**config.mk**
```make
export PLATFORM = sky130hd
export DESIGN_NAME = spq_cell
export DESIGN_NICKNAME = d
export VERILOG_FILES = /design/src/hw/rtl/spq_pkg.sv /design/src/hw/rtl/spq_cell.sv
export SDC_FILE = /design/constraint.sdc
export NUM_CORES = 1
export LEC_CHECK = 0
export BUFFER_PORTS_ARGS = -buffer_cell sky130_fd_sc_hd__buf_2
export CORE_AREA = 5 5 124 126
export CTS_CLUSTER_SIZE = 28
export DETAILED_ROUTE_END_ITERATION = 10
export DIE_AREA = 0 0 129 131
export PLACE_DENSITY_LB_ADDON = 0.3
export SYNTH_ARGS = -nofsm -noshare
export SYNTH_HDL_FRONTEND = slang
export SYNTH_SLANG_ARGS = --single-unit
```
**constraint.sdc**
```tcl
create_clock -name clk -period 4 [get_ports clk]
set_input_delay 0.6 -clock clk [delete_from_list [all_inputs] [get_ports clk]]
set_output_delay 0.6 -clock clk [all_outputs]
set_load 0.03 [all_outputs]
```
**src/hw/rtl/spq_pkg.sv**
```systemverilog
package spq_pkg;

	// Queue geometry
	localparam int DEPTH    = 64;
	localparam int KEY_BITS = 64;
	localparam int CNT_W    = $clog2(DEPTH + 1);

	typedef logic [KEY_BITS-1:0] key_t;
	typedef logic [CNT_W-1:0]    cnt_t;

	typedef enum logic {
		OP_INSERT = 1'b0,
		OP_REMOVE = 1'b1
	} op_t;

	// Command broadcast to every cell of the chain
	typedef struct packed {
		logic ins;
		logic rem;
		key_t key;
	} cell_cmd_t;

endpackage

```
**src/hw/rtl/spq_cell.sv**
```systemverilog
module spq_cell (
	input  logic              clk,
	input  spq_pkg::cell_cmd_t cmd,
	input  logic              live,
	input  logic              left_ge,
	input  spq_pkg::key_t     left_key,
	input  spq_pkg::key_t     right_key,
	output logic              ge,
	output spq_pkg::key_t     key,
	output spq_pkg::key_t     nxt
);
	import spq_pkg::*;

	key_t key_q;

	// A live entry at least as large as the new key stays in place.
	assign ge  = live && (key_q >= cmd.key);
	assign key = key_q;

	always_comb begin
		if (cmd.ins) begin
			if (ge) begin
				nxt = key_q;
			end else if (left_ge) begin
				nxt = cmd.key;
			end else begin
				nxt = left_key;
			end
		end else if (cmd.rem) begin
			nxt = right_key;
		end else begin
			nxt = key_q;
		end
	end

	always_ff @(posedge clk) begin
		key_q <= nxt;
	end

endmodule

```
---- After elaboration in Yosys (flattened, before gate mapping) ----
Cells that the tools add are included.
storage, ports and cells
  output and inout bits ................... 129
  input port bits ......................... 197
  bits in registers ....................... 64
  word-level logic and storage cells ...... 7
cells by class
  multiplexer cells ....................... 4
  reduce and logical (&&, ||, !) cells .... 1
  order comparisons ....................... 1
operators by type and width
  cell               number
  $mux 64            4
  $ge 64x64->1       1
  $logic_and 1x1->1  1

---- Logic depth before layout (Yosys ltp) ----
  depth after elaboration ................. 4
  mapped depth ............................ 12
  depth with buffers taken out ............ 10

---- Worst setup path before layout ----
No wires, ideal clock.
  kind .................................... input to output
  start point ............................. in cmd[49] (netlist name)
  end point ............................... out nxt[10]
  stages on the path ...................... 12
  setup slack ............................. 636 ps
  required time ........................... 3400 ps
  data arrival time ....................... 2764 ps
  buffers on the path ..................... 2
  path through ............................ inv_1 ha_1 a21o_1 nand3_1 a2111oi_1 a2111oi_2 o211ai_1 o31ai_4 buf_6 buf_6 o21ai_1 o22ai_2
between the ends
  word-level cells in the longest chain between the ends .. 4
RTL lines
  element            line            text
  start, declared    spq_cell.sv:3   input spq_pkg::cell_cmd_t cmd,
  $ge 64x64->1       spq_cell.sv:17  assign ge = live && (key_q >= cmd.key);
  $logic_and 1x1->1  spq_cell.sv:17
  $mux 64            spq_cell.sv:22  if (ge) begin
  $mux 64            spq_cell.sv:21  if (cmd.ins) begin
  end, declared      spq_cell.sv:10  output spq_pkg::key_t nxt
No other way between the ends.

---- Final worst setup path ----
  start point ............................. in cmd[63] (netlist name)
  end point ............................... out nxt[7]
The elaborated chain is that of the path after synthesis.

==> results_dict.tcl <==
set metrics [dict create \
    maxCapViolCount 0 \
    ys_ff_latch 64 \
    yosysMostFrequentCell "mux2i_1" \
    core_region_area_mm2 0.0142 \
    path_clk_slew_ns 0.05 \
    fp.dieH_um 131 \
    synthTopCellsByCount "mux2i_1, inv_1, dfxtp_1, ha_1, o22ai_2" \
    cts_max_level 3 \
    yosysWarnings 0 \
    final.setup_skew_ns 0.00604 \
    clock-sinks 64 \
    drive_gt1_share_pct 49.6 \
    synth_area_leader_cell "dfxtp_1" \
    io-pin-count 326 \
    vias_per_cell 5.29 \
    grt_pass1_vias 5890 \
    synth_nets 908 \
    grt_pass1_wl_um 29600 \
    worstPathRequired_ns 3.40 \
    setup_violations 0 \
    grt_usage_pct 22.2 \
    detail-route-antenna-nets 0 \
    status "completed" \
    rows 44 \
    worst_setup_path_start_kind "input pin" \
    critPathArrivalTime_ns 3.27 \
    place_inst 1121 \
    root_buffer "clkbuf_16" \
    fin_ws_ns 0.125 \
    slew_viol_final 0 \
    wirelength_um 20000 \
    dr_total_vias 6027 \
    synthArstFlopShare_pct 0 \
    tightest_slew_ns 0.669 \
    avgSynthCellArea_um2 9.49 \
    final_cells 1140 \
    grt_max_degree 56 \
    synthFlopType "dfxtp_1" \
    worstSetupEndpointType "primary output" \
    power.leakage_nw 4.49 \
    place.gp.congestion 0.934 \
    die-area_mm2 0.0169 \
    ctsHoldBuffers 0 \
    io_buffers 325 \
    cts_tree "yes" \
    ir_drop_uv 218 \
    synth.area.top_cells "dfxtp_1, mux2i_1, ha_1" \
    period_share_pct 96.9 \
    antenna_found_initial 1 \
    power_mw 3.24 \
    ys_types 37 \
    area_growth_pct 33.7 \
    min_period_ns 3.87 \
    synth_edf_count 0 \
    hold_path.class "in -> reg" \
    synth_top_cell_area_share_pct 20.9 \
    initial_utilization_pct 43.2 \
    fin_nets 1213 \
    final_hold_viol_count 0 \
    cts_buffers 9 \
    post-route-util_pct 57.8 \
    drc 0 \
    grt.overflow.total 0 \
    clk_latency_ns 0.34 \
    die_width_um 129 \
    ys_seq_area_share_pct 20.9 \
    cts.path.max_buffers 2 \
    p_per_area_mw_per_mm2 395 \
    largest_reg_flops 64 \
    fmax_mhz 258 \
    drt_first_iter_violations 191 \
    finalSetupTns_ns 0 \
    relSlewSlack_pct 55.4 \
    drtPass1Iterations 5 \
    syn_inst 647 \
    crit_type "in -> out" \
    post_drt_wl_per_cell_um 17.5 \
    crit_fanout 44 \
    syn_area_mm2 0.00614 \
    place_ws_ns 0.0796 \
    dp_hpwl_um 15700 \
]
per-layer routing:
layer	vias up	GRT usage, %	wire, µm
met5	-	0	0
met4	0	10.2	643
met3	46	5.33	1600
met2	252	39.6	9970
met1	2767	25.0	7740
li1	2962	-	-
worst max-delay path, stage by stage:
cell       delay [ns]
buf_2            0.09
inv_1            0.04
ha_1             0.33
nand4_2          0.20
nor4_4           0.45
nand4_1          0.22
nor3_2           0.19
o2bb2ai_2        0.15
o31ai_4          0.09
buf_4            0.18
buf_12           0.17
and2_1           0.16
o22ai_2          0.15
buf_2            0.24
stage by stage:
stage / area, µm² / hold WS (ns)
final: 8210 / 0.597
after global placement: 7860 / 0.580
after detailed placement: 7860 / 0.595
after global routing: 8210 / 0.594
after CTS: 8130 / 0.586
after floorplan: 6140 / 0.846
power breakdown:
group / internal, mW / switching [mW]
registers: 0.746 / 0.117
logic: 0.645 / 0.984
clock network: 0.464 / 0.285
total: 1.85 / 1.39
cells in the final DEF (no fill, tap or decap), types with 2 or more instances in the layout:
cell	instances
a2111oi_2	2
a211oi_1	3
a21boi_0	2
a21o_1	7
a21oi_1	19
a221oi_1	2
and2_1	10
and2_4	55
and4_1	2
buf_12	6
buf_2	316
buf_4	11
clkbuf_1	2
clkbuf_16	10
clkbuf_8	3
dfxtp_1	64
ha_1	64
inv_1	65
mux2i_1	128
nand2_1	10
nand2b_1	2
nand3_1	10
nand4_1	10
nor2_1	3
nor3_1	2
o211ai_1	2
o21a_1	3
o21ai_0	12
o21ai_1	55
o22ai_2	64
area by class of cell:
cell class / count / area [µm²]
repair buffers: 336 / 1830
inverters: 65 / 244
flip-flops and latches: 64 / 1280
clock buffers: 14 / 274
fillers: 1321 / 5990
diodes: 1 / 2.50
well taps: 184 / 230
multi-input cells: 476 / 4350
worst paths after layout:
| kind | to | depth (start not counted) | start | slack, ns |
|---|---|---|---|---|
| setup / recovery | nxt[7] | 14 | cmd[63] | 0.13 |
| hold reg to reg | key[31] | 2 | key[31] | 0.60 |
| hold / removal | key[5] | 3 | right_key[5] | 0.60 |
| setup reg to reg | key[54] | 12 | key[63] | 1.08 |
logic make-up (layout without fill, tap and decap cells):
| kind of cell | after synthesis | in the layout | synth area share, % |
|---|---|---|---|
| AOI/OAI and AO/OA | 177 | 177 | 24.0 |
| adders and majority gates | 64 | 64 | 13.0 |
| buffers and inverters | 107 | 415 | 8.41 |
| DFF | 64 | 64 | 20.9 |
| muxes | 128 | 128 | 20.9 |
| other | 0 | 1 | 0 |
| and+or+nand+nor | 107 | 107 | 12.9 |
repair_timing:
item                       CTS  global route
buffers inserted             0             3
hold endpoints to repair     0             0
resized for setup            0            13
setup endpoints to repair    0            41
Note: power is estimated with default switching activity, not from simulation.
